--- src/hdl/rgcd_pkg.sv ---
// Shared types, constants and reset values for the RSSI gate crossing detector.
package rgcd_pkg;

	localparam int SETTLE_MS_DEF = 35;
	localparam int DURATION_BITS_DEF = 16;

	localparam int CFG_IDX_W = 1;
	localparam int CFG_DATA_W = 8;

	localparam logic [CFG_IDX_W-1:0] CFG_ENTER_LEVEL = 1'b0;
	localparam logic [CFG_IDX_W-1:0] CFG_EXIT_LEVEL = 1'b1;

	localparam logic OP_SAMPLE = 1'b0;
	localparam logic OP_RETUNE = 1'b1;

	localparam logic [7:0] ENTER_LEVEL_RST = 8'd96;
	localparam logic [7:0] EXIT_LEVEL_RST = 8'd80;
	localparam logic [7:0] LEVEL_MIN = 8'd0;
	localparam logic [7:0] LEVEL_MAX = 8'd255;

	typedef struct packed {
		logic        in_crossing;
		logic        need_settle;
		logic [31:0] reset_stamp;
		logic [7:0]  pk_level;
		logic [31:0] pk_start;
		logic [7:0]  low_level;
		logic [7:0]  laps;
		logic [7:0]  last_peak;
		logic [31:0] last_mid;
		logic [7:0]  last_low;
		logic [7:0]  life_peak;
		logic [7:0]  life_low;
	} stat_t;

	localparam stat_t STAT_RST = '{
		in_crossing: 1'b0,
		need_settle: 1'b1,
		reset_stamp: 32'd0,
		pk_level:    LEVEL_MIN,
		pk_start:    32'd0,
		low_level:   LEVEL_MAX,
		laps:        8'd0,
		last_peak:   8'd0,
		last_mid:    32'd0,
		last_low:    8'd0,
		life_peak:   LEVEL_MIN,
		life_low:    LEVEL_MAX
	};

	typedef struct packed {
		logic        crossing_now;
		logic        lap_done;
		logic [7:0]  lap_count;
		logic [7:0]  lap_peak;
		logic [31:0] lap_time;
		logic [7:0]  lap_nadir;
		logic [7:0]  node_peak;
		logic [7:0]  node_nadir;
		logic        settled;
	} rsp_item_t;

endpackage

--- src/hdl/rgcd_req_if.sv ---
// Request channel interface carrying samples and retune commands.
interface rgcd_req_if;
	logic        valid;
	logic        ready;
	logic        opcode;
	logic [7:0]  rssi_level;
	logic [31:0] time_ms;

	modport source (output valid, output opcode, output rssi_level, output time_ms,
		input ready);
	modport sink (input valid, input opcode, input rssi_level, input time_ms,
		output ready);
endinterface

--- src/hdl/rgcd_rsp_if.sv ---
// Response channel interface carrying the detector status after each request.
interface rgcd_rsp_if;
	logic        valid;
	logic        ready;
	logic        crossing_now;
	logic        lap_done;
	logic [7:0]  lap_count;
	logic [7:0]  lap_peak;
	logic [31:0] lap_time;
	logic [7:0]  lap_nadir;
	logic [7:0]  node_peak;
	logic [7:0]  node_nadir;
	logic        settled;

	modport source (output valid, output crossing_now, output lap_done, output lap_count,
		output lap_peak, output lap_time, output lap_nadir, output node_peak,
		output node_nadir, output settled, input ready);
	modport sink (input valid, input crossing_now, input lap_done, input lap_count,
		input lap_peak, input lap_time, input lap_nadir, input node_peak,
		input node_nadir, input settled, output ready);
endinterface

--- src/hdl/rssi_gate_crossing_detector.sv ---
// Top level of the RSSI gate crossing detector with enter/exit hysteresis.
// Latency: the response to a request is registered and valid in the cycle after the request is accepted.
// Throughput: one request per cycle while responses are taken; a response that is held
// off keeps request ready low, and the next request enters in the cycle it leaves.
// Reset: arst_n clears the statistics, sets the settle wait and restores the
// enter and exit levels to 96 and 80; no response is pending after reset.
module rssi_gate_crossing_detector #(
	parameter int SETTLE_MS = rgcd_pkg::SETTLE_MS_DEF,
	parameter int DURATION_BITS = rgcd_pkg::DURATION_BITS_DEF
) (
	input  logic                             clk,
	input  logic                             arst_n,
	input  logic                             cfg_we,
	input  logic [rgcd_pkg::CFG_IDX_W-1:0]   cfg_idx,
	input  logic [rgcd_pkg::CFG_DATA_W-1:0]  cfg_data,
	rgcd_req_if.sink                         req,
	rgcd_rsp_if.source                       rsp
);
	import rgcd_pkg::*;

	logic [7:0]               enter_q;
	logic [7:0]               exit_q;
	stat_t                    stat_q;
	logic [DURATION_BITS-1:0] len_q;
	rsp_item_t                rsp_q;
	logic                     rsp_vld_q;

	stat_t                    nxt;
	logic [DURATION_BITS-1:0] nxt_len;
	logic                     ended;
	logic                     req_acc;

	assign req.ready = !rsp_vld_q || rsp.ready;
	assign req_acc = req.valid && req.ready;

	rgcd_step #(
		.SETTLE_MS(SETTLE_MS),
		.DURATION_BITS(DURATION_BITS)
	) u_step (
		.cur(stat_q),
		.cur_len(len_q),
		.opcode(req.opcode),
		.rssi_level(req.rssi_level),
		.time_ms(req.time_ms),
		.enter_level(enter_q),
		.exit_level(exit_q),
		.nxt(nxt),
		.nxt_len(nxt_len),
		.ended(ended)
	);

	always_ff @(posedge clk or negedge arst_n) begin
		if (!arst_n) begin
			enter_q <= ENTER_LEVEL_RST;
			exit_q <= EXIT_LEVEL_RST;
		end else if (cfg_we) begin
			case (cfg_idx)
				CFG_ENTER_LEVEL: enter_q <= cfg_data;
				CFG_EXIT_LEVEL: exit_q <= cfg_data;
				default: ;
			endcase
		end
	end

	always_ff @(posedge clk or negedge arst_n) begin
		if (!arst_n) begin
			stat_q <= STAT_RST;
			len_q <= '0;
			rsp_vld_q <= 1'b0;
		end else if (req_acc) begin
			stat_q <= nxt;
			len_q <= nxt_len;
			rsp_vld_q <= 1'b1;
		end else if (rsp.ready) begin
			rsp_vld_q <= 1'b0;
		end
	end

	always_ff @(posedge clk) begin
		if (req_acc) begin
			rsp_q.crossing_now <= nxt.in_crossing;
			rsp_q.lap_done <= ended;
			rsp_q.lap_count <= nxt.laps;
			rsp_q.lap_peak <= nxt.last_peak;
			rsp_q.lap_time <= nxt.last_mid;
			rsp_q.lap_nadir <= nxt.last_low;
			rsp_q.node_peak <= nxt.life_peak;
			rsp_q.node_nadir <= nxt.life_low;
			rsp_q.settled <= !nxt.need_settle;
		end
	end

	assign rsp.valid = rsp_vld_q;
	assign rsp.crossing_now = rsp_q.crossing_now;
	assign rsp.lap_done = rsp_q.lap_done;
	assign rsp.lap_count = rsp_q.lap_count;
	assign rsp.lap_peak = rsp_q.lap_peak;
	assign rsp.lap_time = rsp_q.lap_time;
	assign rsp.lap_nadir = rsp_q.lap_nadir;
	assign rsp.node_peak = rsp_q.node_peak;
	assign rsp.node_nadir = rsp_q.node_nadir;
	assign rsp.settled = rsp_q.settled;

	// A request that closes a lap bumps the lap count by exactly one.
	a_lap_count: assert property (@(posedge clk) disable iff (!arst_n)
		req_acc && ended |=> stat_q.laps == $past(stat_q.laps) + 8'd1)
		else $error("lap count did not advance on a completed lap");

	// No crossing can be open while the settle wait is pending.
	a_no_cross_unsettled: assert property (@(posedge clk) disable iff (!arst_n)
		stat_q.need_settle |-> !stat_q.in_crossing)
		else $error("crossing open during settle wait");

	// Lifetime statistics stay at their cleared values until the wait has passed.
	a_life_cleared: assert property (@(posedge clk) disable iff (!arst_n)
		stat_q.need_settle |-> stat_q.life_peak == LEVEL_MIN
			&& stat_q.life_low == LEVEL_MAX)
		else $error("lifetime statistics changed during settle wait");

	// A response that reports a finished lap never shows a crossing in progress.
	a_done_not_crossing: assert property (@(posedge clk) disable iff (!arst_n)
		rsp_vld_q && rsp_q.lap_done |-> !rsp_q.crossing_now)
		else $error("lap done reported while still crossing");
endmodule

--- src/hdl/rgcd_step.sv ---
// Next-state logic of the detector for one request.
module rgcd_step #(
	parameter int SETTLE_MS = rgcd_pkg::SETTLE_MS_DEF,
	parameter int DURATION_BITS = rgcd_pkg::DURATION_BITS_DEF
) (
	input  rgcd_pkg::stat_t           cur,
	input  logic [DURATION_BITS-1:0]  cur_len,
	input  logic                      opcode,
	input  logic [7:0]                rssi_level,
	input  logic [31:0]               time_ms,
	input  logic [7:0]                enter_level,
	input  logic [7:0]                exit_level,
	output rgcd_pkg::stat_t           nxt,
	output logic [DURATION_BITS-1:0]  nxt_len,
	output logic                      ended
);
	import rgcd_pkg::*;

	localparam logic [31:0] DUR_LIM = 32'((64'd1 << DURATION_BITS) - 64'd1);
	localparam logic [31:0] SETTLE_LIM = 32'(SETTLE_MS);

	logic [31:0]              peak_d;
	logic [DURATION_BITS-1:0] peak_sat;
	logic [31:0]              settle_d;
	logic [31:0]              mid_time;

	assign peak_d = time_ms - cur.pk_start;
	assign peak_sat = (peak_d > DUR_LIM) ? DUR_LIM[DURATION_BITS-1:0]
		: peak_d[DURATION_BITS-1:0];
	assign settle_d = time_ms - cur.reset_stamp;
	assign mid_time = cur.pk_start + 32'(cur_len >> 1);

	always_comb begin
		nxt = cur;
		nxt_len = cur_len;
		ended = 1'b0;
		if (opcode == OP_RETUNE) begin
			nxt.in_crossing = 1'b0;
			nxt.pk_level = LEVEL_MIN;
			nxt.pk_start = 32'd0;
			nxt_len = '0;
			nxt.low_level = LEVEL_MAX;
			nxt.life_peak = LEVEL_MIN;
			nxt.life_low = LEVEL_MAX;
			nxt.need_settle = 1'b1;
			nxt.reset_stamp = time_ms;
		end else begin
			if (!cur.need_settle) begin
				if (rssi_level > cur.life_peak) begin
					nxt.life_peak = rssi_level;
				end
				if (rssi_level < cur.life_low) begin
					nxt.life_low = rssi_level;
				end
				if (!cur.in_crossing && rssi_level >= enter_level) begin
					nxt.in_crossing = 1'b1;
				end else if (cur.in_crossing && rssi_level < exit_level) begin
					nxt.last_peak = cur.pk_level;
					nxt.last_mid = mid_time;
					nxt.last_low = cur.low_level;
					nxt.laps = cur.laps + 8'd1;
					nxt.in_crossing = 1'b0;
					nxt.pk_level = LEVEL_MIN;
					nxt.pk_start = 32'd0;
					nxt_len = '0;
					nxt.low_level = LEVEL_MAX;
					ended = 1'b1;
				end
				// The pass is only cleared on the ending path, where tracking
				// takes the low branch, so peak_sat from the current start holds.
				if (nxt.in_crossing) begin
					if (rssi_level > nxt.pk_level) begin
						nxt.pk_level = rssi_level;
						nxt.pk_start = time_ms;
						nxt_len = '0;
					end else if (rssi_level == nxt.pk_level) begin
						nxt_len = peak_sat;
					end
				end else if (rssi_level < nxt.low_level) begin
					nxt.low_level = rssi_level;
				end
			end
			if (cur.need_settle && settle_d >= SETTLE_LIM) begin
				nxt.need_settle = 1'b0;
			end
		end
	end
endmodule

--- src/flat_wrapper.sv ---
// flat-port wrapper written by rule: the top's interface ports become plain ports
module rssi_gate_crossing_detector_flat import rgcd_pkg::*;
#(
	parameter int SETTLE_MS = rgcd_pkg::SETTLE_MS_DEF,
	parameter int DURATION_BITS = rgcd_pkg::DURATION_BITS_DEF
)
  (clk, arst_n, cfg_we, cfg_idx, cfg_data, req_valid, req_opcode, req_rssi_level, req_time_ms, req_ready, rsp_valid, rsp_crossing_now, rsp_lap_done, rsp_lap_count, rsp_lap_peak, rsp_lap_time, rsp_lap_nadir, rsp_node_peak, rsp_node_nadir, rsp_settled, rsp_ready);
  rgcd_req_if req_i ();
  rgcd_rsp_if rsp_i ();
  input  logic clk;
  input  logic arst_n;
  input  logic cfg_we;
  input  logic [rgcd_pkg::CFG_IDX_W-1:0] cfg_idx;
  input  logic [rgcd_pkg::CFG_DATA_W-1:0] cfg_data;
  input wire logic [$bits(req_i.valid)-1:0] req_valid;
  input wire logic [$bits(req_i.opcode)-1:0] req_opcode;
  input wire logic [$bits(req_i.rssi_level)-1:0] req_rssi_level;
  input wire logic [$bits(req_i.time_ms)-1:0] req_time_ms;
  output wire logic [$bits(req_i.ready)-1:0] req_ready;
  output wire logic [$bits(rsp_i.valid)-1:0] rsp_valid;
  output wire logic [$bits(rsp_i.crossing_now)-1:0] rsp_crossing_now;
  output wire logic [$bits(rsp_i.lap_done)-1:0] rsp_lap_done;
  output wire logic [$bits(rsp_i.lap_count)-1:0] rsp_lap_count;
  output wire logic [$bits(rsp_i.lap_peak)-1:0] rsp_lap_peak;
  output wire logic [$bits(rsp_i.lap_time)-1:0] rsp_lap_time;
  output wire logic [$bits(rsp_i.lap_nadir)-1:0] rsp_lap_nadir;
  output wire logic [$bits(rsp_i.node_peak)-1:0] rsp_node_peak;
  output wire logic [$bits(rsp_i.node_nadir)-1:0] rsp_node_nadir;
  output wire logic [$bits(rsp_i.settled)-1:0] rsp_settled;
  input wire logic [$bits(rsp_i.ready)-1:0] rsp_ready;
  assign req_i.valid = req_valid;
  assign req_i.opcode = req_opcode;
  assign req_i.rssi_level = req_rssi_level;
  assign req_i.time_ms = req_time_ms;
  assign req_ready = req_i.ready;
  assign rsp_valid = rsp_i.valid;
  assign rsp_crossing_now = rsp_i.crossing_now;
  assign rsp_lap_done = rsp_i.lap_done;
  assign rsp_lap_count = rsp_i.lap_count;
  assign rsp_lap_peak = rsp_i.lap_peak;
  assign rsp_lap_time = rsp_i.lap_time;
  assign rsp_lap_nadir = rsp_i.lap_nadir;
  assign rsp_node_peak = rsp_i.node_peak;
  assign rsp_node_nadir = rsp_i.node_nadir;
  assign rsp_settled = rsp_i.settled;
  assign rsp_i.ready = rsp_ready;
  rssi_gate_crossing_detector #(.SETTLE_MS(SETTLE_MS), .DURATION_BITS(DURATION_BITS)) u_core (.clk(clk), .arst_n(arst_n), .cfg_we(cfg_we), .cfg_idx(cfg_idx), .cfg_data(cfg_data), .req(req_i), .rsp(rsp_i));
endmodule
--- config.mk ---
export PLATFORM = sky130hd
export DESIGN_NAME = rssi_gate_crossing_detector_flat
export DESIGN_NICKNAME = d
export VERILOG_FILES = /design/src/hdl/rgcd_pkg.sv /design/src/hdl/rgcd_req_if.sv /design/src/hdl/rgcd_rsp_if.sv /design/src/hdl/rssi_gate_crossing_detector.sv /design/src/hdl/rgcd_step.sv /design/src/flat_wrapper.sv
export SDC_FILE = /design/constraint.sdc
export NUM_CORES = 1
export LEC_CHECK = 0
export BUFFER_PORTS_ARGS = -buffer_cell sky130_fd_sc_hd__buf_2
export CORE_MARGIN = 2
export CORE_UTILIZATION = 40
export DETAILED_ROUTE_END_ITERATION = 10
export PLACE_DENSITY_LB_ADDON = 0.15
export SLEW_MARGIN = 20
export SYNTH_ARGS = -nofsm -noshare
export SYNTH_HDL_FRONTEND = slang
export SYNTH_SLANG_ARGS = --single-unit
--- constraint.sdc ---
create_clock -name clk -period 14.5 [get_ports clk]
set_clock_uncertainty 0.1 [all_clocks]
set_input_delay 2.175 -clock clk [delete_from_list [all_inputs] [get_ports clk]]
set_output_delay 2.175 -clock clk [all_outputs]
set_load 0.01 [all_outputs]
-- After elaboration in Yosys (flattened, before gate mapping)
Index checks and enable logic that the tools add are counted.
- reductions and logical operators: 14
- bitwise logic cells: 1
- $mul: 0
- muxes and demuxes: 32
- $add $sub $neg: 4
- div/mod/pow operators: 0
- shift-type cells: 0
- equality and inequality tests: 2
- $lt $le $gt $ge: 8
- operators with widths (cell ; count):
    two-way mux 104 bit ; 4
    two-way mux 16 bit ; 9
    two-way mux 120 bit ; 1
    two-way mux 40 bit ; 2
    subtractor 32 bit ; 2
    two-way mux 56 bit ; 1
    two-way mux 48 bit ; 1
    adder 32 x 15 -> 32 bit ; 1
    greater-or-equal comparator 32 x 6 -> 1 bit, second input constant ; 1
    greater-than comparator 32 x 16 -> 1 bit, second input constant ; 1
    two-way mux 8 bit ; 4
    < comparator 8 bit ; 3
    greater-than comparator 8 bit ; 2
    two-way mux 1 bit ; 9
    adder 8 x 1 -> 8 bit, second input constant ; 1
    == test 8 bit ; 1
    greater-or-equal comparator 8 bit ; 1
    AND reduction 2 bit ; 4
    logical AND 1 bit ; 4
    logical NOT 1 bit ; 3
    OR reduction 3 bit ; 1
    two-way mux 2 bit ; 1
    inequality test 2 bit, second input constant ; 1
    nonzero test 2 bit ; 1
    other kinds (2) ; 2
- memories kept: 0
- word-level logic and storage cells: 86
- bits in read-only memories: 0
- bits in writable memories: 0
- register bits: 262
- bits in latches: 0

-- Logic depth before layout (Yosys ltp)
Gate-level depths: netlist (run 1).
- depth after elaboration: 12
- gate-level depth with buffers: 20
- gate-level depth less buffers: 18

-- Modules after synthesis
Synthesis (run 1) repeated with hierarchy kept, for this count alone.
- cell total of the unflattened synthesis: 1835
- area total of the unflattened synthesis: 18177.4 um^2
- modules (own cells, without submodules) (module ; area each (um^2) ; instances ; cells an instance ; seq. area each (um^2)):
    rssi_gate_crossing_detector ; 9594.2 ; 1 ; 474 ; 6957.9
    rgcd_step ; 8583.2 ; 1 ; 1361 ; 0.0

-- Worst setup path before layout (run 1)
OpenSTA, ideal clock, no wires.
- path type: input to register
- start: input req_rssi_level[2]
- end: register u_core.len_q[10]
- required time: 14278 ps
- buffers on the path: 2
- data arrival time: 6088 ps
- stages on the path: 17
- path slack: 8190 ps
- setup time: 122 ps
- path through: ha_1 -> nand2_1 -> o21ai_1 -> a41oi_1 -> nor2_1 -> clkbuf_1 -> nand2_1 -> ha_1 -> nand4_1 -> or2_2 -> nand3b_1 -> or4_1 -> nor4_1 -> nand4_1 -> buf_2 -> or4_1 -> a32o_1
- word-level cells in the longest chain between the ends: 12
- elaborated cells on any way between the ends: 21
- classes of those cells: 3 x order compare; 1 x eq/ne; 15 x mux; 2 x reduce/logical
- RTL lines (item ; RTL line ; RTL):
    start: declaration ; flat_wrapper.sv:17 ; input wire logic [$bits(req_i.rssi_level)-1:0] req_rssi_level;
    branches (longest 9 deep; another with < comparator 8 bit) ; n/a ;
    two-way mux 16 bit * ; rgcd_step.sv:71 ; if (nxt.in_crossing) begin
    two-way mux 16 bit * ; rgcd_step.sv:48 ; if (!cur.need_settle) begin
    two-way mux 16 bit * ; rgcd_step.sv:37 ; if (opcode == OP_RETUNE) begin
    end signal: assignment ; rssi_gate_crossing_detector.sv:72 ; len_q <= nxt_len;
    end: declaration ; rssi_gate_crossing_detector.sv:24 ; logic [DURATION_BITS-1:0] len_q;
Mark *: on every way between the ends. The select of a mux whose other input is x is not followed.
A chain may end at the register's enable or synchronous reset.

-- Worst setup path after layout (run 1)
- start: input req_rssi_level[6]
- end: register u_core.len_q[7]
Same word-level chain as after synthesis.

==> results.yml, run 1 <==
global_routing:
  overflow: 0
  grt_max_degree: 83
  first_global_vias: 12800
  track_usage: 0.203
  grt_pass1_wl_um: 71500
  antenna_found_initial: 0
sta:
  final-hold-violation-count: 0
  finalSetupViolations: 0
  layout_min_cycle_time_ns: 6.88
  worst_pin_slew_ns: 1.05
  max_slew_margin: 0.298
  whs_ns: 0.374
  rsz0062_at_grt: "false"
  slew_violations: 0
  finalSetupTns_ns: 0
  period_share: 0.475
  fmax_mhz: 145
flow_run:
  maxCapViolCount: 0
worst_setup_path:
  cp_cell_sequence: "buf_2, ha_1, nor4b_1, o21ai_0, a41oi_1, nor2_1, buf_4, and2_1, ha_1, nand4_1, or2_2, nand3b_1, or4_1, nor4_1, nand4_1, or4_1, a32o_1"
  cp.required_ns: 14.86
  timing.rr.start: "u_core.exit_q[6]"
  endpoint_kind: "flop"
  slowest_delay_ns: 0.74
  slowest_stage: "or4_1"
  cp-start-kind: "primary input"
  r2r_setup_slack_ns: 8.88
  crit_fanout: 24
  worstSetupPathType: "primary input to flop"
  crit_arrival_ns: 7.24
  critPathBufInv: 2
  r2r_end: "u_core.len_q[7]"
  cp.depth: 17
  path_delay_family: "simple AND/OR/NAND/NOR gates"
  r2r_cells: 17
cts:
  cts_sinks: 261
  cts_buffer_depth: 3
  cts_buffers: 31
  cts_tree: "yes"
  clock_latency_ns: 0.58
  clkTransAtPathRegs_ns: 0.06
  cts_resized: 0
  postCtsSetupBuffers: 0
  cts_root_buf: "clkbuf_16"
  h-tree-depth: 1
  ctsHoldBuffers: 0
floorplanning:
  die_w_um: 207
  core_um2: 40800
  dieArea_um2: 42900
  die_h_um: 207
  io_pins: 132
  rows: 74
  start_util: 0.404
status:
  status: "complete, no violations"
logic_synthesis:
  synth_top_cell_by_area: "dfrtp_1"
  syn-mean-instance-area_um2: 9.21
  yosysSeqAreaShare: 0.420
  synth_area_leaders: "dfrtp_1, edfxtp_1, ha_1"
  yosys_warnings: 0
  synthFlopType: "dfrtp_1"
  ys_ff_latch: 261
  synth_edf_count: 75
  syn_nets: 1973
  netlist_area_um2: 16500
  synth_top_area_frac: 0.250
  async_flop_share: 0.713
  netlist_instances: 1792
  synth.distinct_cells: 80
placement:
  postPlaceCellArea_um2: 17700
  place.gp.congestion: 0.857
  portBuffers: 131
  dpl.hpwl_um: 32900
layout:
  fin_area_um2: 18700
  area_growth_pct: 13.4
  largest_reg_flops: 154
  fill_cells: 3987
  multiInputGateArea_um2: 8830
  top_regs: "u_core.stat_q: 154 flops, u_core.rsp.lap_time: 32 flops, u_core.len_q: 15 flops"
  top_register: "u_core.stat_q"
  regArea_um2: 6930
  drive_gt1_frac: 0.148
  mostFrequentLayoutCell: "nand2_1"
  layout_common_cells: "nand2_1, dfrtp_1, buf_2, inv_1, ha_1"
  nNetsFinal: 2079
  antennaDiodeCount: 0
pwr:
  p_switching_uw: 785
  leakagePower_nw: 8.45
  intPower_mw: 1.58
  cellPowerDensity_nw_per_um2: 126
  p_clk_frac: 0.341
  peakVddDrop_v: 0.0000938
  seqPwrFrac: 0.384
  p_comb_frac: 0.275
  swShare: 0.332
hold_path:
  min-delay-start: "u_core.stat_q[31]"
  whs_endpoint: "u_core.stat_q[31]"
  hold_class: "flop to flop"
  whs_path_depth: 2
routing:
  vias_per_cell: 5.54
  vias: 13600
  drc: 0
  ant_nets: 0
  first_iter_violations: 799
  wirelength_um: 44800
  drt-wirelength-per-cell_um: 18.3
  dr.pass1.iters: 5
-- Yosys cell counts (all sizes together), types with 19 or more instances --
| cell type | n |
|---|---|
| clkbuf | 62 |
| xor2 | 21 |
| dfstp | 21 |
| ha | 123 |
| nand2 | 323 |
| a22o | 41 |
| edfxtp | 75 |
| inv | 125 |
| o21ai | 126 |
| mux2 | 45 |
| nand3 | 36 |
| nor3 | 24 |
| xnor2 | 46 |
| a211oi | 19 |
| a21o | 46 |
| dfrtp | 165 |
| nand4 | 20 |
| a21oi | 79 |
| nor2 | 92 |
-- worst max path at each step --
stage / end / from / slack [ns]
after floorplan: u_core.len_q[10] / req_rssi_level[2] / 8.19
after global placement: u_core.len_q[2] / req_rssi_level[6] / 7.18
after detailed placement: u_core.len_q[7] / req_rssi_level[6] / 7.05
after CTS: u_core.len_q[7] / req_rssi_level[2] / 7.66
after global routing: u_core.len_q[3] / req_rssi_level[6] / 7.36
final: u_core.len_q[7] / req_rssi_level[6] / 7.62
-- cell type report --
type | instances | share of cell area
flip-flops and latches | 261 | 0.370
repair buffers | 144 | 0.0407
well taps | 532 | 0.0355
multi-input cells | 1333 | 0.472
clock inverters | 22 | 0.0134
clock buffers | 36 | 0.0430
inverters | 127 | 0.0256
-- kinds of logic (layout without fill, tap and decap cells) --
group / Yosys count / in the layout / share of synthesized area
AO/OA/AOI/OAI: 472 / 472 / 0.196
XOR/XNOR: 67 / 67 / 0.0355
adder cells (fa/ha/maj): 126 / 126 / 0.0969
buffers and inverters: 198 / 329 / 0.0453
flip-flops: 261 / 261 / 0.420
multiplexers: 58 / 58 / 0.0386
AND/OR/NAND/NOR: 610 / 610 / 0.168
-- metrics by stage --
step | setup WS [ns] | utilization | instances | total power [mW]
3_3_place_gp | 7.18 | 0.433 | 2397 | 1.55
4_1_cts | 7.66 | 0.459 | 2455 | 2.39
6_report | 7.62 | 0.459 | 2455 | 2.36
2_1_floorplan | 8.19 | - | 1792 | 1.37
5_1_grt | 7.36 | 0.459 | 2455 | 2.50
3_5_place_dp | 7.05 | 0.433 | 2397 | 1.57
-- power groups by stage --
stage / clock network [mW] / registers (mW) / logic, mW
after floorplan: 0 / 0.911 / 0.462
after global placement: 0 / 0.918 / 0.635
after detailed placement: 0 / 0.920 / 0.645
after CTS: 0.830 / 0.907 / 0.649
after global routing: 0.859 / 0.917 / 0.728
final: 0.806 / 0.907 / 0.651
-- tightest hold or removal path: cells and delay by family, from the launching register on --
family,cells,cell delay [ns]
flops,1,0.34
simple gates,2,0.11
-- routing by layer --
metal	part of all wire	GRT usage	up-vias	wire length, um
li1	-	-	6661	-
met1	0.50	0.315	6542	22600
met2	0.43	0.302	342	19200
met3	0.046	0.0218	50	2080
met4	0.020	0.0505	0	916
met5	0	0	-	0
Power figures use the tool's default switching activity.
==> run 2, diff against run 1 <==
==> constraint.sdc (replaced) <==
create_clock -name clk -period 5.7 [get_ports clk]
set_clock_uncertainty 0.1 [all_clocks]
set_input_delay 0.855 -clock clk [delete_from_list [all_inputs] [get_ports clk]]
set_output_delay 0.855 -clock clk [all_outputs]
set_load 0.01 [all_outputs]
==> results.yml, run 2 (synthesis gave the netlist of run 1 again) <==
global_routing:
  track_usage: 0.203
  first_global_vias: 13000
  grt_pass1_wl_um: 71300
  grt_max_degree: 99
  antenna_found_initial: 0
  overflow: 0
routing:
  vias_per_cell: 5.55
  ant_nets: 0
  drc: 0
  first_iter_violations: 1023
  drt-wirelength-per-cell_um: 18.0
  vias: 13700
  dr.pass1.iters: 6
  wirelength_um: 44400
pwr:
  intPower_mw: 4.05
  p_clk_frac: 0.343
  p_comb_frac: 0.275
  p_total_mw: 6.03
  swShare: 0.328
  peakVddDrop_v: 0.000242
  cellPowerDensity_nw_per_um2: 320
  p_switching_mw: 1.98
  leakagePower_nw: 8.54
  seqPwrFrac: 0.382
cts:
  cts_buffer_depth: 3
  cts_tree: "yes"
  cts_sinks: 261
  ctsHoldBuffers: 0
  postCtsSetupBuffers: 0
  cts_root_buf: "clkbuf_16"
  clkTransAtPathRegs_ns: 0.06
  cts_buffers: 31
  cts_resized: 0
  clock_latency_ns: 0.59
  h-tree-depth: 1
placement:
  post-place-ws_ns: 0.322
  portBuffers: 131
  dpl.hpwl_um: 32600
  place.gp.congestion: 0.914
layout:
  area_growth_pct: 14.1
  top_regs: "u_core.stat_q: 154 flops, u_core.rsp.lap_time: 32 flops, u_core.len_q: 15 flops"
  layout_common_cells: "nand2_1, dfrtp_1, buf_2, inv_1, ha_1"
  post-route-util: 0.461
  mostFrequentLayoutCell: "nand2_1"
  antennaDiodeCount: 0
  nNetsFinal: 2087
  drive_gt1_frac: 0.154
  top_register: "u_core.stat_q"
  fill_cells: 3932
  largest_reg_flops: 154
worst_setup_path:
  endpoint_kind: "flop"
  r2r_cells: 18
  r2r_setup_slack_ns: 0.76
  cp-start-kind: "flop"
  startpoint: "u_core.exit_q[4]"
  cp.required_ns: 6.07
  timing.rr.start: "u_core.exit_q[4]"
  worstSetupPathType: "flop to flop"
  r2r_end: "u_core.len_q[4]"
  crit_arrival_ns: 5.31
  endpoint: "u_core.len_q[4]"
  crit_fanout: 23
sta:
  layout_min_cycle_time_ns: 4.94
  max_slew_margin: 0.285
  slew_violations: 0
  finalSetupTns_ns: 0
  final-hold-violation-count: 0
  rsz0062_at_grt: "false"
  setup_ws_ns: 0.759
  finalSetupViolations: 0
  whs_ns: 0.221
  period_share: 0.867
  fmax_mhz: 202
  worst_pin_slew_ns: 1.07
floorplanning:
  rows: 74
  die_h_um: 207
  core_um2: 40800
  io_pins: 132
  die_w_um: 207
  start_util: 0.404
  dieArea_um2: 42900
flow_run:
  maxCapViolCount: 0
hold_path:
  hold_class: "primary input to async pin"
status:
  status: "complete, no violations"
[run 2: cell types whose count changed in the layout (fill, tap and decap cells not counted), sizes merged]
cell,delta
clkinv,+6
buf,+8
bufinv,-1
clkinvlp,-5
clkbuf,+2
inv,-2
[run 2: power by group through the flow]
stage	clock, mW	combinational (mW)	sequential, mW
5_1_grt	2.20	1.86	2.33
2_1_floorplan	0	1.17	2.32
3_5_place_dp	0	1.65	2.34
3_3_place_gp	0	1.63	2.33
4_1_cts	2.12	1.66	2.30
6_report	2.07	1.66	2.30
[run 2: worst min-delay path by stage]
stage / startpoint / endpoint / slack (ns)
after CTS: arst_n / u_core.exit_q[2] / 0.26
after global placement: u_core.stat_q[31] / u_core.stat_q[31] / 0.35
after global routing: arst_n / u_core.exit_q[5] / 0.28
after floorplan: u_core.stat_q[31] / u_core.stat_q[31] / 0.34
final: arst_n / u_core.exit_q[1] / 0.22
after detailed placement: u_core.stat_q[20] / u_core.stat_q[20] / 0.36
[run 2: routing by layer]
metal,vias up,wire length [um],global-route usage,share of wire
met2,313,19500,0.311,0.44
met5,-,0,0,0
met1,6612,22000,0.303,0.49
met4,0,972,0.0490,0.022
li1,6675,-,-,-
met3,60,1980,0.0255,0.044
[run 2: worst max-delay path: stages (launching register included)]
cell and delay, ns:
dfstp_2 0.54, inv_1 0.04, ha_1 0.29, a21oi_1 0.07
o21ai_0 0.16, a41oi_1 0.08, nor2_1 0.23, buf_4 0.31
nand2_1 0.10, ha_1 0.33, nand4_1 0.09, or2_2 0.35
nand3b_1 0.23, or4_1 0.55, nor4_1 0.24, nand4_1 0.12
buf_4 0.22, or4_1 0.49, a32o_1 0.27
[run 2: final cells by class]
type                    count  area [um2]  share of cell area
flip-flops and latches    261        6930               0.368
multi-input cells        1333        8830               0.469
inverters                 127         479              0.0254
clock buffers              38         873              0.0464
repair buffers            152         847              0.0450
well taps                 532         666              0.0353
clock inverters            20         209              0.0111
[run 2: stage by stage]
stage | cells | area [um2]
global placement | 2405 | 17800
finish | 2463 | 18800
global route | 2463 | 18800
floorplan | 1792 | 16500
detailed placement | 2405 | 17800
CTS | 2463 | 18800
